## config.mk

```make
export PLATFORM = sky130hd
export DESIGN_NAME = cell_library_text_lexer
export DESIGN_NICKNAME = d
export VERILOG_FILES = /design/src/hdl/cll_pkg.sv /design/src/hdl/cll_front.sv /design/src/hdl/cll_queue.sv /design/src/hdl/cll_back.sv /design/src/hdl/cell_library_text_lexer.sv
export SDC_FILE = /design/constraint.sdc
export NUM_CORES = 1
export LEC_CHECK = 0
export BUFFER_PORTS_ARGS = -buffer_cell sky130_fd_sc_hd__buf_2
export CORE_MARGIN = 5
export CORE_UTILIZATION = 40
export DETAILED_ROUTE_END_ITERATION = 6
export PLACE_DENSITY = 0.53
export SETUP_SLACK_MARGIN = 0.15
export SLEW_MARGIN = 20
export SYNTH_ARGS = -nofsm -noshare
export SYNTH_HDL_FRONTEND = slang
export SYNTH_HIERARCHICAL = 1
export SYNTH_SLANG_ARGS = --single-unit
```

## constraint.sdc

```tcl
create_clock -name clk -period 17.1 [get_ports clk]
set_clock_uncertainty 0.1 [all_clocks]
set_input_delay 0.855 -clock clk [delete_from_list [all_inputs] [get_ports clk]]
set_output_delay 0.855 -clock clk [all_outputs]
set_load 0.01 [all_outputs]
```

## src/hdl/cll_pkg.sv

```systemverilog
`default_nettype none
package cll_pkg;

	localparam int FIELD_BITS = 24;
	localparam int QDEPTH     = 4;
	localparam int QPTR_BITS  = $clog2(QDEPTH);

	localparam logic [3:0] TK_IDENT  = 4'd0;
	localparam logic [3:0] TK_STRING = 4'd1;
	localparam logic [3:0] TK_NUMBER = 4'd2;
	localparam logic [3:0] TK_LBRACE = 4'd3;
	localparam logic [3:0] TK_RBRACE = 4'd4;
	localparam logic [3:0] TK_LPAREN = 4'd5;
	localparam logic [3:0] TK_RPAREN = 4'd6;
	localparam logic [3:0] TK_COLON  = 4'd7;
	localparam logic [3:0] TK_SEMI   = 4'd8;
	localparam logic [3:0] TK_COMMA  = 4'd9;
	localparam logic [3:0] TK_END    = 4'd10;
	localparam logic [3:0] TK_ERROR  = 4'd11;

	localparam logic [7:0] CH_SLASH  = 8'h2f;
	localparam logic [7:0] CH_STAR   = 8'h2a;
	localparam logic [7:0] CH_QUOTE  = 8'h22;
	localparam logic [7:0] CH_DOT    = 8'h2e;
	localparam logic [7:0] CH_UNDER  = 8'h5f;
	localparam logic [7:0] CH_LF     = 8'h0a;
	localparam logic [7:0] CH_BSLASH = 8'h5c;

	typedef enum logic [3:0] {
		M_IDLE,
		M_IDENT,
		M_NUMBER,
		M_STRING,
		M_SLASH,
		M_BLOCK,
		M_LINE,
		M_BSLASH,
		M_DOT
	} mode_t;

	typedef struct packed {
		logic [3:0]            kind;
		logic [FIELD_BITS-1:0] start;
		logic [FIELD_BITS-1:0] len;
		logic                  last;
	} token_t;

	typedef struct packed {
		logic   v0;
		logic   v1;
		token_t t0;
		token_t t1;
	} push_t;

endpackage
`default_nettype wire

```

## src/hdl/cll_front.sv

```systemverilog
`default_nettype none
module cll_front import cll_pkg::*; #(
	parameter int OFFSET_BITS = 24
) (
	input  wire logic                  clk,
	input  wire logic                  arst_n,
	input  wire logic                  accept,
	input  wire logic                  kind,
	input  wire logic [7:0]            byte_req,
	output push_t                      push
);

	localparam logic [OFFSET_BITS-1:0] POS_MAX = {OFFSET_BITS{1'b1}};
	localparam logic [OFFSET_BITS-1:0] ONE     = {{(OFFSET_BITS-1){1'b0}}, 1'b1};

	mode_t                  mode_q, mode_d;
	logic [OFFSET_BITS-1:0] pos_q, pos_d;
	logic [OFFSET_BITS-1:0] ts_q, ts_d;
	logic                   dot_q, dot_d;
	logic                   esc_q, esc_d;
	logic                   star_q, star_d;

	function automatic logic [FIELD_BITS-1:0] fit(input logic [OFFSET_BITS-1:0] x);
		logic [OFFSET_BITS+FIELD_BITS-1:0] e;
		e = {{FIELD_BITS{1'b0}}, x};
		return e[FIELD_BITS-1:0];
	endfunction

	function automatic logic is_digit(input logic [7:0] c);
		return c >= 8'h30 && c <= 8'h39;
	endfunction

	function automatic logic is_alpha(input logic [7:0] c);
		return (c >= 8'h61 && c <= 8'h7a) || (c >= 8'h41 && c <= 8'h5a);
	endfunction

	function automatic logic is_space(input logic [7:0] c);
		return c == 8'h20 || (c >= 8'h09 && c <= 8'h0d);
	endfunction

	function automatic logic [3:0] punct_kind(input logic [7:0] c);
		logic [3:0] k;
		unique case (c)
			8'h7b:   k = TK_LBRACE;
			8'h7d:   k = TK_RBRACE;
			8'h28:   k = TK_LPAREN;
			8'h29:   k = TK_RPAREN;
			8'h3a:   k = TK_COLON;
			8'h3b:   k = TK_SEMI;
			8'h2c:   k = TK_COMMA;
			default: k = TK_ERROR;
		endcase
		return k;
	endfunction

	logic [OFFSET_BITS-1:0] diff;
	logic [OFFSET_BITS:0]   slen_w;
	logic [OFFSET_BITS-1:0] slen;
	logic                   ident_ch;
	mode_t                  f_mode;
	logic                   f_v;
	token_t                 f_tok;
	logic                   do_fresh;
	logic                   a_v, b_v;
	token_t                 a_t, b_t;

	assign diff     = pos_q - ts_q;
	assign slen_w   = {1'b0, diff} + {1'b0, ONE};
	assign slen     = slen_w[OFFSET_BITS] ? POS_MAX : slen_w[OFFSET_BITS-1:0];
	assign ident_ch = is_alpha(byte_req) || is_digit(byte_req) ||
		byte_req == CH_UNDER || byte_req == CH_DOT;

	// classification of the byte as the start of a new token
	always_comb begin
		f_v   = 1'b0;
		f_tok = '{kind: punct_kind(byte_req), start: fit(pos_q), len: fit(ONE), last: 1'b0};
		if (is_space(byte_req)) begin
			f_mode = M_IDLE;
		end else if (byte_req == CH_SLASH) begin
			f_mode = M_SLASH;
		end else if (byte_req == CH_BSLASH) begin
			f_mode = M_BSLASH;
		end else if (is_alpha(byte_req) || byte_req == CH_UNDER) begin
			f_mode = M_IDENT;
		end else if (is_digit(byte_req)) begin
			f_mode = M_NUMBER;
		end else if (byte_req == CH_DOT) begin
			f_mode = M_DOT;
		end else if (byte_req == CH_QUOTE) begin
			f_mode = M_STRING;
		end else begin
			f_mode = M_IDLE;
			f_v    = 1'b1;
		end
	end

	always_comb begin
		mode_d   = mode_q;
		ts_d     = ts_q;
		dot_d    = dot_q;
		esc_d    = esc_q;
		star_d   = star_q;
		pos_d    = (pos_q == POS_MAX) ? pos_q : pos_q + ONE;
		do_fresh = 1'b0;
		a_v      = 1'b0;
		b_v      = 1'b0;
		a_t      = '{kind: TK_ERROR, start: fit(ts_q), len: fit(ONE), last: 1'b0};
		b_t      = a_t;
		if (kind) begin
			unique case (mode_q)
				M_IDENT: begin
					a_v      = 1'b1;
					a_t.kind = TK_IDENT;
					a_t.len  = fit(diff);
				end
				M_NUMBER: begin
					a_v      = 1'b1;
					a_t.kind = TK_NUMBER;
					a_t.len  = fit(diff);
				end
				M_STRING: begin
					a_v      = 1'b1;
					a_t.kind = TK_STRING;
					a_t.len  = fit(diff);
				end
				M_SLASH, M_BSLASH, M_DOT: a_v = 1'b1;
				default: ;
			endcase
			b_v = 1'b1;
			b_t = '{kind: TK_END, start: fit(pos_q), len: '0, last: 1'b0};
			mode_d = M_IDLE;
			pos_d  = '0;
			ts_d   = '0;
			dot_d  = 1'b0;
			esc_d  = 1'b0;
			star_d = 1'b0;
		end else begin
			unique case (mode_q)
				M_IDENT: begin
					if (!ident_ch) begin
						a_v      = 1'b1;
						a_t.kind = TK_IDENT;
						a_t.len  = fit(diff);
						do_fresh = 1'b1;
					end
				end
				M_NUMBER: begin
					if (byte_req == CH_DOT) begin
						if (dot_q) begin
							a_v     = 1'b1;
							a_t.len = fit(diff);
							mode_d  = M_DOT;
							ts_d    = pos_q;
						end else begin
							dot_d = 1'b1;
						end
					end else if (!is_digit(byte_req)) begin
						a_v      = 1'b1;
						a_t.kind = TK_NUMBER;
						a_t.len  = fit(diff);
						do_fresh = 1'b1;
					end
				end
				M_STRING: begin
					if (esc_q) begin
						esc_d = 1'b0;
					end else if (byte_req == CH_BSLASH) begin
						esc_d = 1'b1;
					end else if (byte_req == CH_QUOTE) begin
						a_v      = 1'b1;
						a_t.kind = TK_STRING;
						a_t.len  = fit(slen);
						mode_d   = M_IDLE;
					end
				end
				M_SLASH: begin
					if (byte_req == CH_STAR) begin
						mode_d = M_BLOCK;
						star_d = 1'b0;
					end else if (byte_req == CH_SLASH) begin
						mode_d = M_LINE;
					end else begin
						a_v      = 1'b1;
						do_fresh = 1'b1;
					end
				end
				M_BLOCK: begin
					if (star_q && byte_req == CH_SLASH) begin
						mode_d = M_IDLE;
					end else begin
						star_d = (byte_req == CH_STAR);
					end
				end
				M_LINE: begin
					if (byte_req == CH_LF) begin
						mode_d = M_IDLE;
					end
				end
				M_BSLASH: begin
					if (byte_req == CH_LF) begin
						mode_d = M_IDLE;
					end else begin
						a_v      = 1'b1;
						do_fresh = 1'b1;
					end
				end
				M_DOT: begin
					if (is_digit(byte_req)) begin
						mode_d = M_NUMBER;
						dot_d  = 1'b1;
					end else begin
						a_v      = 1'b1;
						do_fresh = 1'b1;
					end
				end
				default: do_fresh = 1'b1;
			endcase
			if (do_fresh) begin
				mode_d = f_mode;
				ts_d   = pos_q;
				dot_d  = 1'b0;
				esc_d  = 1'b0;
				if (f_v) begin
					if (a_v) begin
						b_v = 1'b1;
						b_t = f_tok;
					end else begin
						a_v = 1'b1;
						a_t = f_tok;
					end
				end
			end
		end
		a_t.last = !b_v;
		b_t.last = 1'b1;
	end

	// end of buffer always yields the end token in slot b
	always_comb begin
		push.v0 = accept && (a_v || b_v);
		push.v1 = accept && a_v && b_v;
		push.t0 = a_v ? a_t : b_t;
		push.t1 = b_t;
	end

	always_ff @(posedge clk or negedge arst_n) begin
		if (!arst_n) begin
			mode_q <= M_IDLE;
			pos_q  <= '0;
			ts_q   <= '0;
			dot_q  <= 1'b0;
			esc_q  <= 1'b0;
			star_q <= 1'b0;
		end else if (accept) begin
			mode_q <= mode_d;
			pos_q  <= pos_d;
			ts_q   <= ts_d;
			dot_q  <= dot_d;
			esc_q  <= esc_d;
			star_q <= star_d;
		end
	end

endmodule
`default_nettype wire

```

## src/hdl/cll_queue.sv

```systemverilog
`default_nettype none
module cll_queue import cll_pkg::*; (
	input  wire logic             clk,
	input  wire logic             arst_n,
	input  wire push_t            push,
	input  wire logic             pop,
	output token_t                head,
	output logic                  nonempty,
	output logic                  room2
);

	token_t               mem_q [QDEPTH];
	logic [QPTR_BITS-1:0] wr_q;
	logic [QPTR_BITS-1:0] rd_q;
	logic [QPTR_BITS:0]   cnt_q;
	logic [QPTR_BITS-1:0] wr1;
	logic [QPTR_BITS:0]   n_in;
	logic [QPTR_BITS:0]   n_out;

	assign wr1      = wr_q + {{(QPTR_BITS-1){1'b0}}, 1'b1};
	assign head     = mem_q[rd_q];
	assign nonempty = cnt_q != '0;
	assign room2    = cnt_q <= (QPTR_BITS+1)'(QDEPTH - 2);
	assign n_in     = {{QPTR_BITS{1'b0}}, push.v0} + {{QPTR_BITS{1'b0}}, push.v1};
	assign n_out    = {{QPTR_BITS{1'b0}}, pop};

	always_ff @(posedge clk) begin
		if (push.v0) begin
			mem_q[wr_q] <= push.t0;
		end
		if (push.v1) begin
			mem_q[wr1] <= push.t1;
		end
	end

	always_ff @(posedge clk or negedge arst_n) begin
		if (!arst_n) begin
			wr_q  <= '0;
			rd_q  <= '0;
			cnt_q <= '0;
		end else begin
			wr_q  <= wr_q + n_in[QPTR_BITS-1:0];
			rd_q  <= rd_q + n_out[QPTR_BITS-1:0];
			cnt_q <= cnt_q + n_in - n_out;
		end
	end

endmodule
`default_nettype wire

```

## src/hdl/cll_back.sv

```systemverilog
`default_nettype none
module cll_back import cll_pkg::*; (
	input  wire logic                  clk,
	input  wire logic                  arst_n,
	input  wire token_t                head,
	input  wire logic                  nonempty,
	output logic                       pop,
	output logic                       out_valid,
	input  wire logic                  out_stall,
	output logic [3:0]                 token_kind,
	output logic [FIELD_BITS-1:0]      start_offset,
	output logic [FIELD_BITS-1:0]      token_length,
	output logic                       last_of_run
);

	logic   valid_q;
	token_t tok_q;

	assign pop          = nonempty && (!valid_q || !out_stall);
	assign out_valid    = valid_q;
	assign token_kind   = tok_q.kind;
	assign start_offset = tok_q.start;
	assign token_length = tok_q.len;
	assign last_of_run  = tok_q.last;

	always_ff @(posedge clk) begin
		if (pop) begin
			tok_q <= head;
		end
	end

	always_ff @(posedge clk or negedge arst_n) begin
		if (!arst_n) begin
			valid_q <= 1'b0;
		end else if (pop) begin
			valid_q <= 1'b1;
		end else if (!out_stall) begin
			valid_q <= 1'b0;
		end
	end

endmodule
`default_nettype wire

```

## src/hdl/cell_library_text_lexer.sv

```systemverilog
// A byte that completes a token writes it into the token queue; the output register then
// takes it. Throughput: one byte per cycle while in_stall is low; the output register
// delivers one token per cycle while out_stall is low, so the second token of a byte that
// emits two is absorbed by the four-entry token queue between lexer and output stage.
// Reset (arst_n low, asynchronous): lexer state, position, queue and output valid clear.
`default_nettype none
module cell_library_text_lexer import cll_pkg::*; #(
	parameter int OFFSET_BITS = 24
) (
	input  wire logic                  clk,
	input  wire logic                  arst_n,
	input  wire logic                  in_valid,
	output logic                       in_stall,
	input  wire logic                  kind,
	input  wire logic [7:0]            byte_req,
	output logic                       out_valid,
	input  wire logic                  out_stall,
	output logic [3:0]                 token_kind,
	output logic [FIELD_BITS-1:0]      start_offset,
	output logic [FIELD_BITS-1:0]      token_length,
	output logic                       last_of_run
);

	push_t  push;
	token_t head;
	logic   nonempty;
	logic   room2;
	logic   pop;
	logic   accept;

	assign in_stall = !room2;
	assign accept   = in_valid && room2;

	cll_front #(
		.OFFSET_BITS(OFFSET_BITS)
	) u_front (
		.clk      (clk),
		.arst_n   (arst_n),
		.accept   (accept),
		.kind     (kind),
		.byte_req (byte_req),
		.push     (push)
	);

	cll_queue u_queue (
		.clk      (clk),
		.arst_n   (arst_n),
		.push     (push),
		.pop      (pop),
		.head     (head),
		.nonempty (nonempty),
		.room2    (room2)
	);

	cll_back u_back (
		.clk          (clk),
		.arst_n       (arst_n),
		.head         (head),
		.nonempty     (nonempty),
		.pop          (pop),
		.out_valid    (out_valid),
		.out_stall    (out_stall),
		.token_kind   (token_kind),
		.start_offset (start_offset),
		.token_length (token_length),
		.last_of_run  (last_of_run)
	);

endmodule
`default_nettype wire

```

Word-level counts from Yosys, hierarchy flattened
Memories as Yosys holds them, arrays and structs flattened. A register that Yosys moved wholly into a read port is not among the register bits.
Index checks and enable logic that the tools add are counted.
{"block": "totals", "ram_bits": 212, "out_inout_bits": 55, "n_memories": 1, "elab_cells": 213, "reg_bits": 63, "in_bits": 13}
{"memory": "u_queue.mem_q", "words": 4, "word_bits": 53, "read_ports": 1, "rd_clocked_by_memory_dff": 1, "write_ports": 2, "line_no": "cll_queue.sv:12", "text": "token_t mem_q [QDEPTH];"}
{"block": "classes", "n_reduce_logical": 40, "addsub": 9, "mux": 107, "n_lt_le_gt_ge": 9, "n_eq_ne": 37}
{"op": "$mux 24", "n": 18}
{"op": "$mux 53", "n": 8}
{"op": "$mux 4", "n": 25}
{"op": "$eq 8x6->1 const B", "n": 10}
{"op": "$pmux 24 s3", "n": 1}
{"op": "$mux 1", "n": 46}
{"op": "$eq 8x7->1 const B", "n": 4}
{"op": "$pmux 4 s7", "n": 1}
{"op": "$add 24x1->25 const B", "n": 1}
{"op": "$add 24x1->24 const B", "n": 1}
{"op": "$eq 24x24->1 const B", "n": 1}
{"op": "$pmux 4 s3", "n": 2}
{"op": "$pmux 4 s6", "n": 1}
{"op": "$sub 24x24->24", "n": 1}
{"op": "$ne 4x2->1 const B", "n": 5}
{"op": "$reduce_bool 3->1", "n": 6}
{"op": "$eq 4x3->1 const B", "n": 4}
{"op": "$ge 8x7->1 const B", "n": 2}
{"op": "$le 8x7->1 const B", "n": 2}
{"op": "$pmux 1 s6", "n": 2}
{"op": "$reduce_and 4->1", "n": 3}
{"op": "$reduce_and 11->1", "n": 1}
{"op": "$logic_and 1x1->1", "n": 10}
{"op": "$eq 4x2->1 const B", "n": 2}
{"op": "31 further kinds", "n": 45}

Depth between registers and ports, before layout
Gate-level depths: netlist of the first run.
{"block": "depth", "depth_word": 18, "ltp_mapped": 16}

Hierarchy
Netlist of the first run, hierarchy kept.
{"mod": "cll_queue", "area_each_um2": 10654.0, "cells_per_inst": 550, "seq_area_each_um2": 6541.3, "n_inst": 1}
{"mod": "cll_front", "area_each_um2": 6806.5, "cells_per_inst": 932, "seq_area_each_um2": 1376.3, "n_inst": 1}
{"mod": "cll_back", "area_each_um2": 1635.3, "cells_per_inst": 56, "seq_area_each_um2": 1616.6, "n_inst": 1}
{"mod": "cell_library_text_lexer", "area_each_um2": 10.0, "cells_per_inst": 2, "seq_area_each_um2": 0.0, "n_inst": 1}

Least setup slack after synthesis of the first run
No wires, ideal clock.
{"block": "synth_timing", "path_kind": "in2reg", "startpoint": "input port byte_req[4]", "endpoint": "memory u_queue/mem_q[2][0] (netlist name), enable pin", "setup_time_ns": 0.537, "slack_ns": 10.267, "cell_stages": 9, "required_ns": 16.463, "arrival_time_ns": 6.196, "path_cell_list": "buf_2 -> nor4b_1 -> nand2_1 -> nor2_1 -> and3_1 -> or2_2 -> o41a_1 -> nand2b_1 -> o21ai_0"}
{"element": "from (decl)", "line_no": "cell_library_text_lexer.sv:15", "text": "input wire logic [7:0] byte_req,"}
{"element": "to (decl)", "line_no": "cll_queue.sv:12"}

==> results of run 1 <==
-- registers in the layout (all words and copies together), names as in the netlist --
signal	flops
u_back/last_of_run	1
u_back/out_valid	1
u_back/start_offset	24
u_back/token_kind	4
u_back/token_length	24
u_front/dot_q	1
u_front/esc_q	1
u_front/mode_q	4
u_front/pos_q	24
u_front/star_q	1
u_front/ts_q	24
u_queue/cnt_q	3
u_queue/mem_q	212
u_queue/rd_q	2
u_queue/wr_q	2
-- cells in the mapped netlist, types with 6 or more instances --
cell type / n
mux2_2: 251
mux4_2: 53
o21ai_1: 14
and3_1: 15
o31ai_1: 7
nand2_1: 136
o211ai_1: 6
or3_1: 14
buf_6: 6
and4_1: 6
buf_2: 23
edfxtp_1: 265
mux2_1: 11
clkbuf_1: 34
or2_2: 7
ha_1: 29
inv_1: 40
xor2_1: 25
buf_4: 34
a21oi_1: 65
a21o_1: 13
nand3_1: 14
o21ai_0: 79
a31oi_1: 16
nand2b_1: 11
o21a_1: 9
a211oi_1: 7
nor2_1: 92
dfrtp_1: 63
nor3_1: 23
nand4_1: 15
and2_1: 19
xnor2_1: 16
nor2b_1: 11
-- power by group through the flow --
| stage | logic, uW | clock network [uW] | registers, uW |
|---|---|---|---|
| 5_1_grt | 1600 | 824 | 1260 |
| 3_3_place_gp | 1460 | 0 | 1260 |
| 4_1_cts | 1470 | 792 | 1250 |
| 2_1_floorplan | 1070 | 0 | 1240 |
| 3_5_place_dp | 1460 | 0 | 1260 |
| 6_report | 1470 | 767 | 1240 |
-- per-layer routing --
layer / GRT usage (%) / wire length [um] / vias to the layer above
met5: 0 / 0 / -
met4: 3.54 / 698 / 0
met3: 2.83 / 1660 / 47
met1: 24.2 / 21300 / 6306
met2: 30.1 / 22900 / 226
li1: - / - / 5918
-- layout make-up --
| type | count | share of cell area (%) |
|---|---|---|
| flip-flops and latches | 328 | 45.4 |
| clock buffers | 57 | 5.06 |
| repair buffers | 86 | 2.28 |
| inverters | 41 | 0.733 |
| multi-input cells | 1089 | 42.4 |
| clock inverters | 11 | 0.423 |
| well taps | 615 | 3.66 |
-- worst reg2reg max path, delay by kind of cell, from the launching register on --
family | cells | cell delay, ns
buffers and inverters | 1 | 0.58
DFF | 1 | 0.57
and+or+nand+nor | 5 | 2.58
muxes | 1 | 0.28
AOI/OAI and AO/OA | 4 | 0.87
-- through the flow --
stage,setup slack [ns],cell area (um2),hold slack [ns]
after floorplan,10.27,19200,0.354
after global routing,11.32,21000,0.447
after CTS,11.70,21000,0.410
after detailed placement,11.36,19800,0.388
final,11.74,21000,0.384
after global placement,11.43,19800,0.390
-- logic make-up after synthesis --
logic type               share of synthesized area (%)
other                                           0.0393
multiplexers                                      22.0
AND/OR/NAND/NOR                                   10.6
flip-flops                                        49.9
buffers and inverters                             4.20
XOR/XNOR                                          1.88
AO/OA/AOI/OAI                                     9.34
adder cells (fa/ha/maj)                           2.11
-- how the worst max path moves through the flow --
stage	to	start	slack, ns	cells after the start
after floorplan	u_queue/mem_q[2][0]	byte_req[4]	10.27	9
after CTS	u_queue/mem_q[1][0]	u_front/mode_q[0]	11.70	11
after global routing	u_queue/mem_q[1][0]	u_front/mode_q[0]	11.32	11
after global placement	u_queue/mem_q[1][0]	byte_req[4]	11.43	12
final	u_queue/mem_q[1][1]	u_front/mode_q[0]	11.74	11
after detailed placement	u_queue/mem_q[1][18]	byte_req[4]	11.36	12
==> flow_metrics.py, run 1 <==
metrics = {
    "flow_run": {
        "maxCapViolCount": 0,
    },
    "clocking": {
        "htree_levels": 2,
        "cts_tree": "yes",
        "numCtsBuffers": 38,
        "clockBufferDepth": 3,
        "cts_hold_buf": 0,
        "cts_sinks": 328,
        "post_cts_resized": 0,
        "clock_latency_ns": 0.54,
        "clkTransAtPathRegs_ns": 0.06,
        "postCtsSetupRepairBufs": 0,
        "clockRootBuffer": "clkbuf_16",
    },
    "finish": {
        "fillers": 4448,
        "final_common_cell": "edfxtp_1",
        "final_cell_mix": "edfxtp_1, mux2_2, nand2_1, nor2_1, o21ai_0",
        "seq_area_mm2": 0.00954,
        "utilization_pct": 44.3,
        "area_growth_pct": 9.94,
        "antenna_cells": 0,
        "drive_above_1_share_pct": 29.7,
        "layout.cells.non_filler": 2227,
        "fin_nets": 1628,
        "multiInputGateArea_mm2": 0.00891,
    },
    "critical_path": {
        "ff2ff_setup_slack_ns": 11.74,
        "cp_num_buf_inv": 1,
        "worstReg2RegEnd": "u_queue/mem_q[1][1]",
        "cp-start-kind": "register",
        "crit_arrival_ns": 5.44,
        "crit_path_max_incr_delay_ns": 0.86,
        "critical_path.max_fanout": 30,
        "slowest_stage": "or4b_2",
        "worstReg2RegStart": "u_front/mode_q[0]",
        "cp.required_ns": 17.18,
        "crit_chain": "or4b_2, a31oi_1, a211oi_1, nand2_1, o2111a_1, nor2b_1, o22ai_1, nor2_1, mux2i_1, nor2_4, buf_4",
        "path_class": "register to register",
        "r2r_cells": 11,
        "crit_family": "simple AND/OR/NAND/NOR gates",
        "crit_path_end_kind": "register",
    },
    "floorplanning": {
        "die_x_um": 229,
        "pin_count": 68,
        "core-area_mm2": 0.0474,
        "rows": 80,
        "floorplan.initialDensity_pct": 40.3,
        "fp.dieArea_mm2": 0.0522,
        "die_y_um": 229,
    },
    "timing": {
        "hold_viol": 0,
        "rsz0062_at_grt": "no",
        "setup_viol": 0,
        "layout_min_cycle_time_ns": 5.36,
        "max_freq_mhz": 186,
        "tns_ns": 0,
        "max_slew_margin_pct": 34.3,
        "maxSlewViolCount": 0,
        "worstMarginPinSlew_ns": 0.985,
        "finalCritPeriodShare_pct": 31.4,
    },
    "routing": {
        "routedWlPerCell_um": 20.9,
        "drtPass1Iterations": 5,
        "drc_errors": 0,
        "viasPerCell": 5.61,
        "vias": 12497,
        "drt_wl_total_mm": 46.5,
        "initialDrtViolationCount": 967,
        "ant_nets": 0,
    },
    "global_routing": {
        "antenna_found_initial": 0,
        "grt_pass1_vias": 12936,
        "overflow": 0,
        "grt_pass1_wl_mm": 74.2,
        "grt_max_degree": 64,
        "grt_usage_pct": 17.7,
    },
    "power_and_ir_drop": {
        "combPwrFrac_pct": 42.2,
        "power_leakage_uw": 0.00802,
        "p_sw_share_pct": 37.3,
        "finalPower_uw": 3470,
        "seq_power_share_pct": 35.7,
        "power_switching_uw": 1300,
        "vdd_drop_max_v": 0.0000703,
        "intPower_uw": 2180,
        "power_frac_clock_pct": 22.1,
        "power.density_mw_per_mm2": 165,
    },
    "yosys": {
        "avgSynthCellArea_um2": 12.4,
        "yosysTopAreaCellShare_pct": 41.7,
        "synth.distinct_cells": 91,
        "ys_seq_elements": 328,
        "seq_area_frac_synth_pct": 49.9,
        "syn_area_mm2": 0.0191,
        "postSynthCellCount": 1540,
        "async_reset_ff_share_pct": 19.2,
        "ys.flop_type": "edfxtp_1",
        "yosys.area.top_type": "edfxtp_1",
        "yosysWarnings": 6,
        "synth_edf_count": 265,
        "netlist_top_cells_area": "edfxtp_1, mux2_2, dfrtp_1",
    },
    "placement": {
        "post-dp-hpwl_mm": 29.8,
        "gp_congestion": 0.899,
        "place_inst": 2159,
        "port-buffer-count": 67,
    },
    "outcome": {
        "status": "complete, no violations",
    },
    "worst_hold_path": {
        "hold_path.class": "input port to async pin",
    },
}
No activity file was read; power rests on OpenSTA's default activity.
==> run 2, diff against run 1 <==
--- a/config.mk
+++ b/config.mk
@@ -9,7 +9,7 @@
 export CORE_MARGIN = 5
 export CORE_UTILIZATION = 40
 export DETAILED_ROUTE_END_ITERATION = 6
-export PLACE_DENSITY = 0.53
+export PLACE_DENSITY = 0.55
 export SETUP_SLACK_MARGIN = 0.15
 export SLEW_MARGIN = 20
 export SYNTH_ARGS = -nofsm -noshare
==> constraint.sdc (replaced) <==
create_clock -name clk -period 4.6 [get_ports clk]
set_clock_uncertainty 0.1 [all_clocks]
set_input_delay 0.23 -clock clk [delete_from_list [all_inputs] [get_ports clk]]
set_output_delay 0.23 -clock clk [all_outputs]
set_load 0.01 [all_outputs]
==> run 2 against run 1 <==
Compared with the run above: combinational power rose to 4.0 times the previous value; sequential share of layout area fell by 1.3 points; via count rose by 2.2%; non-clock buffer count rose by 52; critical endpoint is now u_queue/mem_q[0][24]; largest power group unchanged.
==> flow_metrics.py, run 2 (synthesis results as in run 1) <==
metrics = {
    "outcome": {
        "status": "complete, no violations",
    },
    "timing": {
        "setup_ws_ns": 0.319,
        "finalCritPeriodShare_pct": 93.1,
        "rsz0062_at_grt": "no",
        "maxSlewViolCount": 0,
        "layout_min_cycle_time_ns": 4.28,
        "setup_viol": 0,
        "hold_slack_ns": 0.0297,
        "worstMarginPinSlew_ns": 0.862,
        "hold_viol": 0,
        "max_slew_margin_pct": 42.5,
        "max_freq_mhz": 234,
    },
    "clocking": {
        "cts_sinks": 328,
        "clock_latency_ns": 0.56,
        "clockRootBuffer": "clkbuf_16",
        "htree_levels": 2,
        "cts_tree": "yes",
        "clkTransAtPathRegs_ns": 0.06,
        "clockBufferDepth": 3,
        "numCtsBuffers": 39,
    },
    "floorplanning": {
        "fp.dieArea_mm2": 0.0522,
        "pin_count": 68,
        "die_x_um": 229,
        "core-area_mm2": 0.0474,
        "floorplan.initialDensity_pct": 40.3,
        "rows": 80,
        "die_y_um": 229,
    },
    "global_routing": {
        "grt_max_degree": 56,
        "overflow": 0,
        "antenna_found_initial": 0,
        "grt_pass1_vias": 13093,
        "grt_usage_pct": 18.1,
        "grt_pass1_wl_mm": 75.7,
    },
    "finish": {
        "area_growth_pct": 13.2,
        "largest_register_ffs": 212,
        "antenna_cells": 0,
        "utilization_pct": 45.6,
        "final_common_cell": "edfxtp_1",
        "largest-register": "u_queue/mem_q",
        "fin_nets": 1681,
        "fillers": 4372,
        "drive_above_1_share_pct": 32.5,
        "final_cell_mix": "edfxtp_1, mux2_2, nand2_1, nor2_1, o21ai_0",
    },
    "critical_path": {
        "crit_arrival_ns": 4.48,
        "worstReg2RegEnd": "u_queue/mem_q[0][24]",
        "critical_path.max_fanout": 6,
        "worstReg2RegStart": "u_front/pos_q[0]",
        "crit_path_end_kind": "register",
        "crit_path_max_incr_delay_ns": 0.58,
        "slowest_stage": "or4b_4",
        "r2r_cells": 15,
        "crit_family": "compound AO/OA/AOI/OAI gates",
        "crit_chain": "inv_2, ha_4, inv_1, fa_2, a21o_1, a221o_2, a21oi_4, o21ai_4, a2111oi_4, buf_4, nand4_4, or4b_4, nor4_4, a211oi_2, mux2_2",
        "cp_num_buf_inv": 3,
        "path_class": "register to register",
        "ff2ff_setup_slack_ns": 0.32,
        "cp.required_ns": 4.80,
        "cp-start-kind": "register",
    },
    "routing": {
        "wl_met2_mm": 22.9,
        "ant_nets": 0,
        "maxUsedRoutingLayer": "met4",
        "routedWlPerCell_um": 20.8,
        "initialDrtViolationCount": 953,
        "viasPerCell": 5.60,
        "drc_errors": 0,
        "drtPass1Iterations": 5,
        "drt_wl_total_mm": 47.5,
        "wl_met1_mm": 21.7,
        "vias": 12777,
        "wl_met3_mm": 1.94,
    },
    "power_and_ir_drop": {
        "power.density_mw_per_mm2": 617,
        "vdd_drop_max_v": 0.000352,
        "power_leakage_uw": 0.00833,
    },
    "placement": {
        "port-buffer-count": 67,
        "post-place-ws_ns": 0.113,
        "post-dp-hpwl_mm": 31.4,
        "gp_congestion": 0.882,
    },
    "flow_run": {
        "maxCapViolCount": 0,
    },
    "worst_hold_path": {
        "worstHoldStart": "byte_req[3]",
        "hold_path.class": "input port to register",
        "holdPathStages": 3,
        "whs_endpoint": "u_front/star_q",
    },
}
## run 2: cell types whose count changed in the layout (fill, tap and decap cells not counted), sizes merged
cell | previous run | this run
bufinv | 1 | 2
inv | 41 | 44
buf | 86 | 134
clkinvlp | 1 | 2
clkinv | 9 | 14
dlygate4sd3 | 0 | 4
clkbuf | 57 | 49
## run 2: tightest hold or removal path: stages
cell and delay [ns]:
buf_2 0.11, nand2b_1 0.18, o41ai_1 0.11
## run 2: routing by layer
metal | GRT usage (%) | up-vias
li1 | - | 6045
met1 | 24.8 | 6419
met2 | 29.9 | 253
met3 | 3.27 | 60
met4 | 4.44 | 0
met5 | 0 | -
## run 2: power breakdown
group          leakage (uW)  internal (uW)  switching [uW]
clock network      0.000569           1680            1220
registers           0.00333           4220             340
logic               0.00443           2480            3410
## run 2: per-stage QoR
step	TNS, ns	instance area [um2]	total power (uW)	cells
after global routing	0	21600	14200	2281
after detailed placement	0	20200	10300	2196
final	0	21600	13300	2281
after floorplan	-18.71	19200	8580	1562
after CTS	0	21400	13300	2270
after global placement	0	20200	10200	2196
## run 2: layout make-up
cell class	count	area [um2]	share of cell area, %
Timing Repair Buffer	138	945	4.37
Multi-Input combinational cell	1089	9030	41.8
Inverter	41	154	0.712
Clock buffer	49	1010	4.69
Tap cell	615	769	3.56
Clock inverter	21	171	0.793
Sequential cell	328	9540	44.1
## run 2: how the worst max path moves through the flow
stage / start / slack (ns) / endpoint / cells past startpoint
after floorplan: u_front/mode_q[0] / -0.18 / u_queue/mem_q[3][0] / 11
after global placement: u_front/pos_q[0] / 0.23 / u_queue/mem_q[0][10] / 14
after detailed placement: u_front/pos_q[0] / 0.11 / u_queue/mem_q[2][10] / 14
after CTS: u_front/pos_q[0] / 0.19 / u_queue/mem_q[0][24] / 14
after global routing: u_front/pos_q[0] / 0.12 / u_queue/mem_q[2][15] / 16
final: u_front/pos_q[0] / 0.32 / u_queue/mem_q[0][24] / 15
## run 2: what timing repair did
action,4_1_cts,5_1_grt
hold buffers,4,0
endpoints found under the hold margin,11,0
pin swaps,0,8
setup endpoints to repair,8,271
gates resized for setup,1,24
setup buffers,0,11
==> run 3, diff against run 2 <==
--- a/config.mk
+++ b/config.mk
@@ -9,10 +9,9 @@
 export CORE_MARGIN = 5
 export CORE_UTILIZATION = 40
 export DETAILED_ROUTE_END_ITERATION = 6
-export PLACE_DENSITY = 0.55
+export PLACE_DENSITY = 0.57
 export SETUP_SLACK_MARGIN = 0.15
 export SLEW_MARGIN = 20
 export SYNTH_ARGS = -nofsm -noshare
 export SYNTH_HDL_FRONTEND = slang
-export SYNTH_HIERARCHICAL = 1
 export SYNTH_SLANG_ARGS = --single-unit
==> run 3 against run 2 <==
Compared with the run above: flip-flop and latch count is the same; critical endpoint is now u_queue.mem_q[1][1]; utilization shrank 0.18 points; global-route usage grew 3.3 points; die area shrank 9.5%; critical path depth shrank 1; maximum frequency grew 2.1%; sequential power shrank 2%.
==> flow_metrics.py, run 3 <==
metrics = {
    "outcome": {
        "status": "complete, no violations",
    },
    "yosys": {
        "yosysMostFrequentCell": "edfxtp_1",
        "synth_commonest_cells": "edfxtp_1, o21ai_0, nand2_1",
        "syn_area_mm2": 0.0172,
        "netlist_top_cells_area": "edfxtp_1, dfxtp_1, dfrtp_1",
        "seq_area_frac_synth_pct": 49.8,
        "ys_seq_elements": 328,
        "synth_edf_count": 169,
        "postSynthCellCount": 1588,
        "avgSynthCellArea_um2": 10.8,
        "yosysWarnings": 0,
        "async_reset_ff_share_pct": 19.2,
        "syn_nets": 1634,
        "yosys.area.top_type": "edfxtp_1",
        "ys.flop_type": "edfxtp_1",
        "yosysTopAreaCellShare_pct": 29.5,
        "synth.distinct_cells": 91,
    },
    "finish": {
        "final_cell_mix": "edfxtp_1, o21ai_0, nand2_1, a22o_1",
        "drive_above_1_share_pct": 17.4,
        "largest-register": "u_queue.mem_q",
        "area_growth_pct": 12.9,
        "largest_register_ffs": 212,
        "layout.cells.non_filler": 2207,
        "utilization_pct": 45.4,
        "fin_nets": 1681,
        "final_common_cell": "edfxtp_1",
        "antenna_cells": 0,
    },
    "placement": {
        "post-dp-hpwl_mm": 34.7,
        "port-buffer-count": 67,
        "post-place-ws_ns": 0.241,
        "place_inst": 2139,
        "gp_congestion": 0.945,
    },
    "routing": {
        "drt_wl_total_mm": 51.2,
        "viasPerCell": 6.07,
        "initialDrtViolationCount": 1186,
        "vias": 13391,
        "drc_errors": 0,
        "drtPass1Iterations": 6,
        "routedWlPerCell_um": 23.2,
        "ant_nets": 0,
    },
    "clocking": {
        "clkTransAtPathRegs_ns": 0.06,
        "cts_sinks": 328,
        "numCtsBuffers": 37,
        "clockRootBuffer": "clkbuf_16",
        "clock_latency_ns": 0.52,
        "postCtsSetupRepairBufs": 0,
        "cts_tree": "yes",
        "htree_levels": 2,
        "clockBufferDepth": 3,
    },
    "timing": {
        "hold_viol": 0,
        "setup_ws_ns": 0.406,
        "max_slew_margin_pct": 23.8,
        "setup_viol": 0,
        "maxSlewViolCount": 0,
        "max_freq_mhz": 238,
        "finalCritPeriodShare_pct": 91.2,
        "tns_ns": 0,
        "worstMarginPinSlew_ns": 1.13,
        "layout_min_cycle_time_ns": 4.19,
        "rsz0062_at_grt": "yes",
    },
    "critical_path": {
        "critPathMostFrequentCell": "nand3_1",
        "crit_path_end_kind": "register",
        "slowest_stage": "fa_1",
        "critical_path.max_fanout": 6,
        "cp.required_ns": 4.83,
        "crit_path_max_incr_delay_ns": 0.48,
        "crit_arrival_ns": 4.42,
        "crit_chain": "ha_1, inv_1, fa_1, a21o_1, a221oi_4, xnor2_1, o21ai_1, nor4_2, buf_4, nand3_1, nor4_1, nand3_1, and3_1, o32ai_1",
        "cp-start-kind": "register",
        "path_class": "register to register",
    },
    "worst_hold_path": {
        "hold_path.class": "input port to register",
    },
    "global_routing": {
        "grt_max_degree": 44,
        "grt_pass1_vias": 13066,
        "antenna_found_initial": 1,
        "overflow": 0,
        "grt_pass1_wl_mm": 79.0,
        "grt_usage_pct": 21.3,
    },
    "flow_run": {
        "maxCapViolCount": 0,
    },
    "floorplanning": {
        "die_x_um": 217,
        "rows": 76,
        "core-area_mm2": 0.0428,
        "fp.dieArea_mm2": 0.0473,
        "pin_count": 68,
        "die_y_um": 217,
        "floorplan.initialDensity_pct": 40.2,
    },
    "power_and_ir_drop": {
        "power_leakage_uw": 0.00726,
        "vdd_drop_max_v": 0.000242,
        "finalPower_uw": 12500,
        "power.density_mw_per_mm2": 642,
    },
}
==> run 3: cell types whose count changed in the layout (fill, tap and decap cells not counted), moves of 10 or more <==
cell,previous run,this run
a22o_1,1,98
a32o_1,0,10
conb_1,24,0
dfxtp_1,0,96
edfxtp_1,265,169
mux2_1,11,0
mux2_2,251,5
nand3_1,13,96
o21ai_0,77,137
o21ai_1,12,1
o22ai_1,1,26
o2bb2ai_1,0,24
==> run 3: critical path, delay by kind of cell, from the launching register on <==
| kind | cells | cell delay (ns) |
|---|---|---|
| compound gates | 4 | 1.16 |
| flops | 1 | 0.43 |
| simple gates | 5 | 1.12 |
| buf+inv | 2 | 0.25 |
| xor+xnor | 1 | 0.25 |
| fa+ha+maj | 2 | 0.69 |
==> run 3: logic make-up after synthesis <==
| group | count (synthesis) | synth area share [%] |
|---|---|---|
| muxes | 63 | 7.55 |
| xor gates and xnor gates | 41 | 2.09 |
| and+or+nand+nor | 478 | 14.3 |
| adders and majority gates | 33 | 2.49 |
| DFF | 328 | 49.8 |
| buffers and inverters | 171 | 4.20 |
| AOI/OAI and AO/OA | 474 | 19.5 |
==> run 3: per-stage QoR <==
step	area, um2	hold WS (ns)
2_1_floorplan	17200	-0.166
3_3_place_gp	18200	0.248
3_5_place_dp	18200	0.257
4_1_cts	19400	0.125
5_1_grt	19400	0.181
6_report	19400	0.139
==> run 3: layer usage <==
| metal | part of all wire (%) | routed length, um | GRT usage (%) | up-vias |
|---|---|---|---|---|
| met5 | 0.025 | 13 | 0 | - |
| met4 | 2.4 | 1210 | 5.81 | 2 |
| met3 | 6.5 | 3340 | 3.15 | 82 |
| met2 | 46 | 23700 | 34.1 | 480 |
| met1 | 45 | 23000 | 30.6 | 6664 |
| li1 | - | - | - | 6163 |
==> run 3: final cells by class <==
cell class,count,area [um2]
Sequential cell,328,8580
Fill cell,4024,23400
Clock buffer,55,1030
Clock inverter,10,57.6
Tap cell,546,683
Timing Repair Buffer,129,896
Inverter,50,188
Multi-Input combinational cell,1089,7990
==> run 3: final timing paths <==
kind / slack [ns] / endpoint / depth (start not counted) / from
min in group asynchronous: 0.22 / u_front.ts_q[8] / 2 / arst_n
max reg2reg: 0.41 / u_queue.mem_q[1][1] / 14 / u_front.ts_q[0]
min: 0.14 / u_front.esc_q / 4 / byte_req[5]
min reg2reg: 0.36 / u_queue.mem_q[2][19] / 1 / u_queue.mem_q[2][19]
max in group asynchronous: 3.13 / u_queue.rd_q[0] / 3 / arst_n
max: 0.41 / u_queue.mem_q[1][1] / 14 / u_front.ts_q[0]
==> run 3: repair_timing <==
| item | 4_1_cts | 5_1_grt |
|---|---|---|
| setup endpoints to repair | 0 | 112 |
| endpoints found under the hold margin | 30 | 0 |
| resized for setup | 0 | 13 |
| hold buffers | 3 | 0 |
==> run 3: report_power, final <==
group	internal, uW	switching (uW)	total (uW)	leakage (uW)
combinational	2000	3320	5320	0.00348
sequential	3950	501	4450	0.00324
clock	1560	1150	2710	0.000536
